===== src/sv/fmab_pkg.sv =====
package fmab_pkg;

    // Field widths
    localparam int COORD_W = 16;
    localparam int COLOR_W = 32;
    localparam int ADDR_W  = 24;
    localparam int START_W = 12;
    localparam int END_W   = 13;
    localparam int CFG_IDX_W  = 3;
    localparam int CFG_DATA_W = 13;

    // Stream payload widths
    localparam int IN_TDATA_W  = 2 * COORD_W + 3 * COLOR_W;
    localparam int OUT_TDATA_W = ADDR_W + COLOR_W;

    // Register indexes
    localparam logic [CFG_IDX_W-1:0] CFG_CLIP_X_START  = 3'd0;
    localparam logic [CFG_IDX_W-1:0] CFG_CLIP_Y_START  = 3'd1;
    localparam logic [CFG_IDX_W-1:0] CFG_CLIP_X_END    = 3'd2;
    localparam logic [CFG_IDX_W-1:0] CFG_CLIP_Y_END    = 3'd3;
    localparam logic [CFG_IDX_W-1:0] CFG_SURFACE_WIDTH = 3'd4;
    localparam logic [CFG_IDX_W-1:0] CFG_TEXTURING_ON  = 3'd5;

    // Register reset values
    localparam logic [END_W-1:0] END_RESET   = 13'd4096;
    localparam logic [END_W-1:0] WIDTH_RESET = 13'd4096;

    // Alpha value that makes the source opaque
    localparam logic [7:0] ALPHA_OPAQUE = 8'hFF;

    typedef struct packed {
        logic [START_W-1:0] clip_x_start;
        logic [START_W-1:0] clip_y_start;
        logic [END_W-1:0]   clip_x_end;
        logic [END_W-1:0]   clip_y_end;
        logic [END_W-1:0]   surface_width;
        logic               texturing_on;
    } t_cfg;

    typedef struct packed {
        logic [COORD_W-1:0] pixel_x;
        logic [COORD_W-1:0] pixel_y;
        logic [COLOR_W-1:0] fragment_color;
        logic [COLOR_W-1:0] texel_color;
        logic [COLOR_W-1:0] dest_color;
    } t_frag;

    // Tested and modulated fragment, handed to the blend stage
    typedef struct packed {
        logic               pass;
        logic [COLOR_W-1:0] src_color;
        logic [COLOR_W-1:0] dest_color;
        logic [ADDR_W-1:0]  pixel_address;
    } t_mod;

endpackage


===== src/sv/fmab_test_mod.sv =====
// Clip and alpha tests, texture modulate and pixel address
module fmab_test_mod #(
    parameter int COORD_BITS = 12
) (
    input  fmab_pkg::t_cfg  i_cfg,
    input  fmab_pkg::t_frag i_frag,
    output fmab_pkg::t_mod  o_mod
);

    localparam int CMP_W = fmab_pkg::COORD_W + 1;
    localparam int LIM_W = COORD_BITS + 1;
    localparam int PRD_W = COORD_BITS + LIM_W;
    localparam int SUM_W = (PRD_W > fmab_pkg::ADDR_W ? PRD_W : fmab_pkg::ADDR_W) + 1;
    localparam logic [CMP_W-1:0] LIMIT = CMP_W'(1) << COORD_BITS;

    logic signed [CMP_W-1:0] x_s;
    logic signed [CMP_W-1:0] y_s;
    logic [CMP_W-1:0] x_end;
    logic [CMP_W-1:0] y_end;
    logic [CMP_W-1:0] w_ext;
    logic [CMP_W-1:0] x_end_sat;
    logic [CMP_W-1:0] y_end_sat;
    logic [CMP_W-1:0] w_sat;
    logic             in_rect;
    logic             frag_alpha_ok;
    logic             tex_alpha_ok;
    logic [fmab_pkg::COLOR_W-1:0] modulated;
    logic [15:0]      chan_prod [4];
    logic [PRD_W-1:0] row_offset;
    logic [SUM_W-1:0] addr_sum;

    // Clip rectangle, ends saturated to the coordinate space
    always_comb begin
        x_s = $signed({i_frag.pixel_x[fmab_pkg::COORD_W-1], i_frag.pixel_x});
        y_s = $signed({i_frag.pixel_y[fmab_pkg::COORD_W-1], i_frag.pixel_y});
        x_end = CMP_W'(i_cfg.clip_x_end);
        y_end = CMP_W'(i_cfg.clip_y_end);
        w_ext = CMP_W'(i_cfg.surface_width);
        x_end_sat = (x_end > LIMIT) ? LIMIT : x_end;
        y_end_sat = (y_end > LIMIT) ? LIMIT : y_end;
        w_sat     = (w_ext > LIMIT) ? LIMIT : w_ext;
        in_rect = (x_s >= $signed(CMP_W'(i_cfg.clip_x_start)))
               && (y_s >= $signed(CMP_W'(i_cfg.clip_y_start)))
               && (x_s <  $signed(x_end_sat))
               && (y_s <  $signed(y_end_sat));
    end

    // Texture modulate, one 8x8 product per channel
    always_comb begin
        for (int k = 0; k < 4; k++) begin
            chan_prod[k] = 16'(i_frag.fragment_color[8*k +: 8]) *
                           16'(i_frag.texel_color[8*k +: 8]);
            modulated[8*k +: 8] = chan_prod[k][15:8];
        end
    end

    // Address: row times width plus column, inside the clip rectangle both fit COORD_BITS
    always_comb begin
        row_offset = PRD_W'(i_frag.pixel_y[COORD_BITS-1:0]) * PRD_W'(w_sat[LIM_W-1:0]);
        addr_sum   = SUM_W'(row_offset) + SUM_W'(i_frag.pixel_x[COORD_BITS-1:0]);
    end

    always_comb begin
        frag_alpha_ok = (i_frag.fragment_color[31:24] != 8'd0);
        tex_alpha_ok  = !i_cfg.texturing_on || (i_frag.texel_color[31:24] != 8'd0);
        o_mod.pass          = in_rect && frag_alpha_ok && tex_alpha_ok;
        o_mod.src_color     = i_cfg.texturing_on ? modulated : i_frag.fragment_color;
        o_mod.dest_color    = i_frag.dest_color;
        o_mod.pixel_address = addr_sum[fmab_pkg::ADDR_W-1:0];
    end

endmodule


===== src/sv/fmab_blend.sv =====
// Alpha blend against the framebuffer colour, rejected items give zeros
module fmab_blend (
    input  fmab_pkg::t_mod              i_mod,
    output logic                        o_write_enable,
    output logic [fmab_pkg::ADDR_W-1:0]  o_pixel_address,
    output logic [fmab_pkg::COLOR_W-1:0] o_out_color
);

    logic [7:0]  alpha;
    logic [7:0]  alpha_inv;
    logic [16:0] mix [4];
    logic [16:0] rounded [4];
    logic [fmab_pkg::COLOR_W-1:0] blended;

    // Per channel (s*a + d*(255-a)) / 255; x/255 = (x + 1 + (x >> 8)) >> 8 for x < 2^16
    always_comb begin
        alpha     = i_mod.src_color[31:24];
        alpha_inv = 8'hFF - alpha;
        for (int k = 0; k < 4; k++) begin
            mix[k] = 17'(16'(i_mod.src_color[8*k +: 8]) * 16'(alpha))
                   + 17'(16'(i_mod.dest_color[8*k +: 8]) * 16'(alpha_inv));
            rounded[k] = mix[k] + 17'd1 + 17'(mix[k][16:8]);
            blended[8*k +: 8] = rounded[k][15:8];
        end
    end

    always_comb begin
        o_write_enable  = i_mod.pass;
        o_pixel_address = i_mod.pass ? i_mod.pixel_address : '0;
        if (!i_mod.pass) begin
            o_out_color = '0;
        end else if (alpha == fmab_pkg::ALPHA_OPAQUE) begin
            o_out_color = i_mod.src_color;
        end else begin
            o_out_color = blended;
        end
    end

endmodule


===== src/sv/fragment_modulate_alpha_blend.sv =====
// Per-fragment back end: clip test, alpha tests, texture modulate and alpha blend.
// Input channel (i_s_*): one fragment per item, position, fragment colour, texel
// and the framebuffer colour at that pixel. Output channel (o_m_*): one result
// per fragment, in order: tuser is the write flag, tdata the pixel address and
// the colour to store. A rejected fragment gives a zero flag, address and colour.
// Configuration: i_cfg_wr_en writes i_cfg_wdata into register i_cfg_index
// (clip start x/y, clip end x/y, surface width, texturing on); write it only
// while no fragment is in flight.
// Pipeline: the result passes through three registers (input, modulate and
// address, blend). Throughput: one fragment per cycle while the receiver is
// ready; the stage with the 8x8 products and the address multiply sets the clock.
// Each stage advances when the next one is empty or moving, so a stalled
// receiver fills the bubbles first and then drops o_s_tready.
// Reset clears all stages and loads the register reset values.
module fragment_modulate_alpha_blend #(
    parameter int COORD_BITS = 12
) (
    input  logic i_clk,
    input  logic i_rst_n,
    // Configuration write port
    input  logic                              i_cfg_wr_en,
    input  logic [fmab_pkg::CFG_IDX_W-1:0]    i_cfg_index,
    input  logic [fmab_pkg::CFG_DATA_W-1:0]   i_cfg_wdata,
    // Fragment input
    input  logic                              i_s_tvalid,
    output logic                              o_s_tready,
    // pixel_x, pixel_y, fragment_color, texel_color, dest_color
    input  logic [fmab_pkg::IN_TDATA_W-1:0]   i_s_tdata,
    // Result output
    output logic                              o_m_tvalid,
    input  logic                              i_m_tready,
    // write_enable
    output logic                              o_m_tuser,
    // pixel_address, out_color
    output logic [fmab_pkg::OUT_TDATA_W-1:0]  o_m_tdata
);

    fmab_pkg::t_cfg  r_cfg;
    fmab_pkg::t_frag r_a;
    fmab_pkg::t_mod  r_b;
    fmab_pkg::t_mod  n_b;
    logic r_a_valid;
    logic r_b_valid;
    logic r_c_valid;
    logic r_c_we;
    logic [fmab_pkg::ADDR_W-1:0]  r_c_addr;
    logic [fmab_pkg::COLOR_W-1:0] r_c_color;
    logic n_c_we;
    logic [fmab_pkg::ADDR_W-1:0]  n_c_addr;
    logic [fmab_pkg::COLOR_W-1:0] n_c_color;
    logic a_ready;
    logic b_ready;
    logic c_ready;
    logic in_take;

    // Configuration registers
    always_ff @(posedge i_clk) begin
        if (!i_rst_n) begin
            r_cfg.clip_x_start  <= '0;
            r_cfg.clip_y_start  <= '0;
            r_cfg.clip_x_end    <= fmab_pkg::END_RESET;
            r_cfg.clip_y_end    <= fmab_pkg::END_RESET;
            r_cfg.surface_width <= fmab_pkg::WIDTH_RESET;
            r_cfg.texturing_on  <= 1'b0;
        end else if (i_cfg_wr_en) begin
            unique case (i_cfg_index)
                fmab_pkg::CFG_CLIP_X_START:
                    r_cfg.clip_x_start <= i_cfg_wdata[fmab_pkg::START_W-1:0];
                fmab_pkg::CFG_CLIP_Y_START:
                    r_cfg.clip_y_start <= i_cfg_wdata[fmab_pkg::START_W-1:0];
                fmab_pkg::CFG_CLIP_X_END:    r_cfg.clip_x_end    <= i_cfg_wdata;
                fmab_pkg::CFG_CLIP_Y_END:    r_cfg.clip_y_end    <= i_cfg_wdata;
                fmab_pkg::CFG_SURFACE_WIDTH: r_cfg.surface_width <= i_cfg_wdata;
                fmab_pkg::CFG_TEXTURING_ON:  r_cfg.texturing_on  <= i_cfg_wdata[0];
                default: ;
            endcase
        end
    end

    // Stage handshake: a stage moves when the next one is empty or moving
    assign c_ready    = !r_c_valid || i_m_tready;
    assign b_ready    = !r_b_valid || c_ready;
    assign a_ready    = !r_a_valid || b_ready;
    assign o_s_tready = a_ready;
    assign in_take    = i_s_tvalid && a_ready;

    // Valid bits
    always_ff @(posedge i_clk) begin
        if (!i_rst_n) begin
            r_a_valid <= 1'b0;
            r_b_valid <= 1'b0;
            r_c_valid <= 1'b0;
        end else begin
            if (a_ready) r_a_valid <= i_s_tvalid;
            if (b_ready) r_b_valid <= r_a_valid;
            if (c_ready) r_c_valid <= r_b_valid;
        end
    end

    // Input register
    always_ff @(posedge i_clk) begin
        if (in_take) begin
            r_a.pixel_x        <= i_s_tdata[15:0];
            r_a.pixel_y        <= i_s_tdata[31:16];
            r_a.fragment_color <= i_s_tdata[63:32];
            r_a.texel_color    <= i_s_tdata[95:64];
            r_a.dest_color     <= i_s_tdata[127:96];
        end
    end

    fmab_test_mod #(
        .COORD_BITS (COORD_BITS)
    ) u_test_mod (
        .i_cfg  (r_cfg),
        .i_frag (r_a),
        .o_mod  (n_b)
    );

    always_ff @(posedge i_clk) begin
        if (b_ready && r_a_valid) begin
            r_b <= n_b;
        end
    end

    fmab_blend u_blend (
        .i_mod           (r_b),
        .o_write_enable  (n_c_we),
        .o_pixel_address (n_c_addr),
        .o_out_color     (n_c_color)
    );

    // Result register
    always_ff @(posedge i_clk) begin
        if (c_ready && r_b_valid) begin
            r_c_we    <= n_c_we;
            r_c_addr  <= n_c_addr;
            r_c_color <= n_c_color;
        end
    end

    assign o_m_tvalid = r_c_valid;
    assign o_m_tuser  = r_c_we;
    assign o_m_tdata  = {r_c_color, r_c_addr};

    // A rejected item carries an all-zero payload
    a_reject_zero: assert property (@(posedge i_clk) disable iff (!i_rst_n)
        (r_c_valid && !r_c_we) |-> (r_c_addr == '0 && r_c_color == '0))
        else $error("rejected item with nonzero payload");

    // An accepted item always lands in the input stage
    a_take_a: assert property (@(posedge i_clk) disable iff (!i_rst_n)
        in_take |=> r_a_valid)
        else $error("accepted item lost at input stage");

    // An item in the middle stage moves on when the result stage can take it
    a_b_to_c: assert property (@(posedge i_clk) disable iff (!i_rst_n)
        (r_b_valid && c_ready) |=> r_c_valid)
        else $error("item lost between modulate and blend stages");

    // A stalled result stays valid
    a_c_hold: assert property (@(posedge i_clk) disable iff (!i_rst_n)
        (r_c_valid && !i_m_tready) |=> (r_c_valid && $stable(r_c_color)))
        else $error("stalled result dropped or changed");

endmodule

===== config.mk =====
export PLATFORM = sky130hd
export DESIGN_NAME = fragment_modulate_alpha_blend
export DESIGN_NICKNAME = d
export VERILOG_FILES = /design/src/sv/fmab_pkg.sv /design/src/sv/fmab_test_mod.sv /design/src/sv/fmab_blend.sv /design/src/sv/fragment_modulate_alpha_blend.sv
export SDC_FILE = /design/constraint.sdc
export NUM_CORES = 2
export LEC_CHECK = 0
export ABC_CLOCK_PERIOD_IN_PS = 10000
export BUFFER_PORTS_ARGS = -buffer_cell sky130_fd_sc_hd__clkbuf_2
export CORE_MARGIN = 2
export CORE_UTILIZATION = 65
export DETAILED_ROUTE_END_ITERATION = 6
export GPL_TIMING_DRIVEN = 1
export MAX_ROUTING_LAYER = met4
export PLACE_DENSITY = 0.95
export SLEW_MARGIN = 15
export SYNTH_ARGS = -nofsm -noshare
export SYNTH_HDL_FRONTEND = slang
export SYNTH_SLANG_ARGS = --single-unit

===== constraint.sdc =====
create_clock -name i_clk -period 10 [get_ports i_clk]
set_input_delay 0.5 -clock i_clk [delete_from_list [all_inputs] [get_ports i_clk]]
set_output_delay 0.5 -clock i_clk [all_outputs]
set_load 0.02 [all_outputs]

After elaboration in Yosys (flattened, before gate mapping):

Index checks and enable logic that the tools add are counted.
W data, S select, Z words.

* register bits: 341
* input port bits: 149
* output and inout port bits: 59
* logic and storage cells: 91

* add/sub/neg operators: 14
* multiply operators: 13
* order comparisons: 7
* equal/unequal tests: 6
* mux-type cells: 5
* reductions and logical operators: 25

Operator list (count)
* $mul A8 B8 Y16: 12
* $add A16 B16 Y17: 4
* $add A16 B1 Y16 const B: 4
* $add A16 B9 Y16: 4
* $mux W32: 2
* $gt A13 B13 Y1 const B: 3
* $mux W13: 3
* $ge A16 B13 Y1: 2
* $lt A16 B14 Y1: 2
* $add A24 B12 Y24: 1
* $mul A12 B13 Y24: 1
* $reduce_bool A8 Y1: 2
* $reduce_and A2 Y1: 6
* $eq A8 B8 Y1 const B: 1
* $logic_and A1 B1 Y1: 8
* $sub A8 B8 Y8 const A: 1
* $eq A3 B2 Y1 const B: 2
* $eq A3 B3 Y1 const B: 2
* $logic_not A1 Y1: 4
* $logic_or A1 B1 Y1: 4
* $eq A3 B1 Y1 const B: 1
* $logic_not A3 Y1: 1

Depth between registers and ports, before layout:

* depth after elaboration: 7
* depth in mapped cells: 35
* depth with buffers taken out: 31

Modules after synthesis:

From an unflattened synthesis, not the netlist that was laid out.

* cells, all modules: 4721
* area total of the unflattened synthesis: 45941.6 um2

Modules (own cells, without submodules)
* fmab_blend: times used 1, cells each 2431, area each 20359.5 um2, sequential area each 0.0 um2
* fmab_test_mod: times used 1, cells each 1775, area each 14864.3 um2, sequential area each 0.0 um2
* fragment_modulate_alpha_blend: times used 1, cells each 515, area each 10717.8 um2, sequential area each 9569.2 um2

Worst setup path after synthesis:

OpenSTA, ideal clock, no wires.

* path kind: flip-flop to flip-flop
* start point: register r_a_valid
* end point: register r_a[0] (netlist bit) (enable)
* library setup time: 0.692 ns
* data arrival time: 7.248 ns
* data required time: 9.308 ns
* slack: 2.060 ns
* cell stages (with the launch flop): 2
* buffers on the path: 0
* period minus slack after synthesis: 7.940 ns
* cells stage by stage: dfxtp_1 a31oi_1

* cells in the longest elaborated chain, start to end: 3

RTL lines
* start: declaration: line fragment_modulate_alpha_blend.sv:42 `logic r_a_valid;`
* start signal: assignment: line fragment_modulate_alpha_blend.sv:94 `if (a_ready) r_a_valid <= i_s_tvalid;`
* $logic_not A1 Y1: line fragment_modulate_alpha_blend.sv:83 `assign a_ready = !r_a_valid || b_ready;`
* $logic_or A1 B1 Y1: line fragment_modulate_alpha_blend.sv:83
* $logic_and A1 B1 Y1: line fragment_modulate_alpha_blend.sv:85 `assign in_take = i_s_tvalid && a_ready;`
* via in_take: line fragment_modulate_alpha_blend.sv:54 `logic in_take;`
* end: declaration: line fragment_modulate_alpha_blend.sv:39 `fmab_pkg::t_frag r_a;`

The timed path passes the listed nets, and every way through them passes these cells.
A chain may end at the register's enable or synchronous reset.

Worst setup path after layout:

* start point: register r_b[81] (netlist bit)
* end point: register r_c_color[29] (netlist bit), data pin

* cells in the longest elaborated chain, start to end: 6
* elaborated cells between the ends (all ways): 8
* those cells by class: 4 x add/sub; 2 x mul; 1 x eq/ne; 1 x mux

RTL lines
* start: declaration: line fragment_modulate_alpha_blend.sv:40 `fmab_pkg::t_mod r_b;`
* start signal: assignment: line fragment_modulate_alpha_blend.sv:121 `r_b <= n_b;`
* $sub A8 B8 Y8: line fmab_blend.sv:18 `alpha_inv = 8'hFF - alpha;`
* $mul A8 B8 Y16: line fmab_blend.sv:21 `+ 17'(16'(i_mod.dest_color[8*k +: 8]) * 16'(alpha_inv));`
* $add A16 B16 Y17: line fmab_blend.sv:21
* $add A16 B1 Y16: line fmab_blend.sv:22 `rounded[k] = mix[k] + 17'd1 + 17'(mix[k][16:8]);`
* $add A16 B9 Y16: line fmab_blend.sv:22
* $mux W32 *: line fmab_blend.sv:32 `end else if (alpha == fmab_pkg::ALPHA_OPAQUE) begin`
* end signal: assignment: line fragment_modulate_alpha_blend.sv:137 `r_c_color <= n_c_color;`
* end: declaration: line fragment_modulate_alpha_blend.sv:47 `logic [fmab_pkg::COLOR_W-1:0] r_c_color;`

Every way passes the cells marked *; elsewhere a longest branch is shown, timed or not.

==> run_results.csv <==
group,metric,value,unit
placement,gp_congestion,0.936,
timing,finalSetupViolCount,0,
detailed_routing,drc,1,
timing,fin_crit_sh,0.859,
finish,nets,6088,
finish,layout-drive-gt1-share,0.0765,
global_route,grt_max_degree,68,
clock_tree,clock-sinks,341,
timing,relSlewSlack,0.127,
detailed_routing,postRouteAntennaNets,0,
timing,max_freq,116,MHz
flow_run,drv_cap,0,
clock_tree,tritoncts,"built",
outcome,failed_checks,"design-rule violations",
detailed_routing,first_iter_violations,3137,
die,die_h,267,um
synth,ys.flop_type,"edfxtp_1",
worst_hold_path,hp-start,"i_s_tdata[10]",
critical_path,path_common_cell,"fa_1",
timing,min_period,8.59,ns
critical_path,startpoint_type,"flop",
clock_tree,numCtsBuffers,40,
global_route,overflow,0,
timing,tns,0,ns
clock_tree,cts_buffer_depth,3,
critical_path,r2r-start,"r_b[81]$_DFFE_PP_",
critical_path,cpPeakStageDelay,0.79,ns
critical_path,path_class,"reg -> reg",
critical_path,r2r_cells,28,
clock_tree,clk_pin_slew,0.07,ns
timing,clock_skew,0.0480,ns
clock_tree,cts-root-buf,"clkbuf_16",
synth,postSynthCellCount,4640,
clock_tree,h-tree-depth,2,
synth,yosysSeqAreaShare,0.212,
die,core-area,0.0687,mm2
detailed_routing,vias,34300,
global_route,gr-usage-all-layers,0.340,
critical_path,cpMaxStageDelayCell,"edfxtp_1",
synth,synth_seq_cells,341,
worst_hold_path,min_path_cells,1,
synth,yosysUniqueCellTypes,100,
placement,portBuffers,207,
synth,synth-edff-count,274,
detailed_routing,viasPerCell,5.98,
die,die_w,267,um
critical_path,crit_path_start,"r_b[81]$_DFFE_PP_",
die,ios,208,
timing,tightest_slew,1.31,ns
timing,rsz0062_at_grt,"false",
detailed_routing,routed_wl,115000,um
finish,syn_to_final_growth,7.24,%
global_route,antenna_found_initial,3,
clock_tree,holdBufCountCts,0,
synth,async_flop_share,0,
critical_path,critPathMaxFanout,20,
synth,syn_area_per_cell,9.72,um2
synth,ys_warn_count,0,
critical_path,cp.arrival,8.89,ns
die,start_util,0.657,
clock_tree,cts_setup_buffers,0,
clock_tree,clock_latency,0.62,ns
placement,place_hpwl,84400,um
die,dieArea,0.0715,mm2
outcome,status,"complete, but fails checks",
worst_hold_path,holdCritPathClass,"in -> reg",
clock_tree,cts-resized-gates,0,
critical_path,r2r_setup_slack,1.41,ns
timing,hold_viol_final,0,
critical_path,end_kind,"flop",
global_route,grt_pass1_wl,186000,um
global_route,grt_pass1_vias,37300,
detailed_routing,drt-wirelength-per-cell,20.0,um
timing,slew_violations,0,
detailed_routing,drt-pass1-iter-count,7,
synth,synth_area,0.0451,mm2
die,rows,96,
critical_path,worstPathRequired,10.30,ns
cell families after synthesis:
| logic type | Yosys count | share of synthesized area |
|---|---|---|
| simple gates | 1449 | 0.166 |
| fa+ha+maj | 1173 | 0.432 |
| buf+inv | 1080 | 0.0909 |
| compound gates | 458 | 0.0695 |
| flops | 341 | 0.212 |
| xor+xnor | 110 | 0.0229 |
| mux | 28 | 0.00682 |
| other cells | 1 | 0.0000831 |
layout make-up:
cell class	instances	area [um2]
multi-input cells	3222	31500
fillers	4406	20300
flip-flops and latches	341	9570
inverters	924	3470
repair buffers	238	1310
well taps	931	1160
clock buffers	49	1070
clock inverters	23	292
diodes	3	7.51
cell usage after synthesis (all sizes together) (6+ instances only):
library cell	n	area, um2
inv	924	3470
a31oi	24	150
a211oi	16	135
or2	6	37.5
nand4	15	100
clkbuf	137	534
nand3b	6	45.0
nor3b	9	72.6
nor2	89	352
and2	334	2090
o21ai	90	450
o21a	27	203
fa	640	12800
nand2b	52	325
nand2	542	2030
xor2	31	272
buf	17	76.3
edfxtp	274	8230
o2111ai	7	61.3
a21oi	98	502
nor3	52	260
mux2i	6	60.1
o21bai	13	97.6
or3	17	111
o211ai	15	118
xnor2	75	672
mux2	22	248
nor4	16	100
a311oi	8	95.1
nand3	40	200
a21boi	66	507
o31ai	10	75.1
a21o	23	173
and3	24	151
dfxtp	67	1340
ha	532	6660
nor2b	226	1420
or4	8	63.8
worst paths after layout:
kind	end
setup / recovery	r_c_color[29]$_SDFFCE_PN0P_
hold / removal	r_a[122]$_DFFE_PP_
setup reg to reg	r_c_color[29]$_SDFFCE_PN0P_
hold reg to reg	r_b[27]$_DFFE_PP_
sequential cells by signal, indices dropped and copies added (netlist names):
signal      cells
r_c_addr       24
r_c_color      32
o_m_tvalid      1
r_a_valid       1
r_b            89
r_a           128
r_b_valid       1
o_m_tuser       1
r_cfg          64
layout by cell type (no fill, tap or decap), drive strengths merged, types with 90 or more instances in the layout:
cell and n:
a21oi 98, and2 334, inv 926, nand2 542, edfxtp 274, o21ai 90, ha 532, nor2b 226
fa 640, clkbuf 256
metrics by stage:
stage          utilization  instances  hold WS, ns  setup WS (ns)  area [um2]
2_1_floorplan            -       4643        0.400           2.06       45100
5_1_grt              0.704       5730       0.0334           1.02       48400
3_5_place_dp         0.684       5655        0.405           1.63       47000
6_report             0.704       5731       0.0420           1.41       48400
3_3_place_gp         0.684       5655        0.400           1.85       47000
4_1_cts              0.704       5727       0.0257           1.56       48300
worst max-delay path, delay by kind of cell, from the launching register on:
family | cells | cell delay [ns]
compound gates | 6 | 1.02
xor+xnor | 2 | 0.34
fa+ha+maj | 8 | 3.78
buf+inv | 5 | 0.65
flops | 1 | 0.79
simple gates | 7 | 1.71
metal layers:
layer	global-route usage	part of all wire
met5	-	0
met4	0.190	0.061
met3	0.0819	0.10
met2	0.546	0.48
met1	0.393	0.36
Power is not shown: default switching activity piles up to over one toggle a cycle in this logic, so the estimate is an artifact.
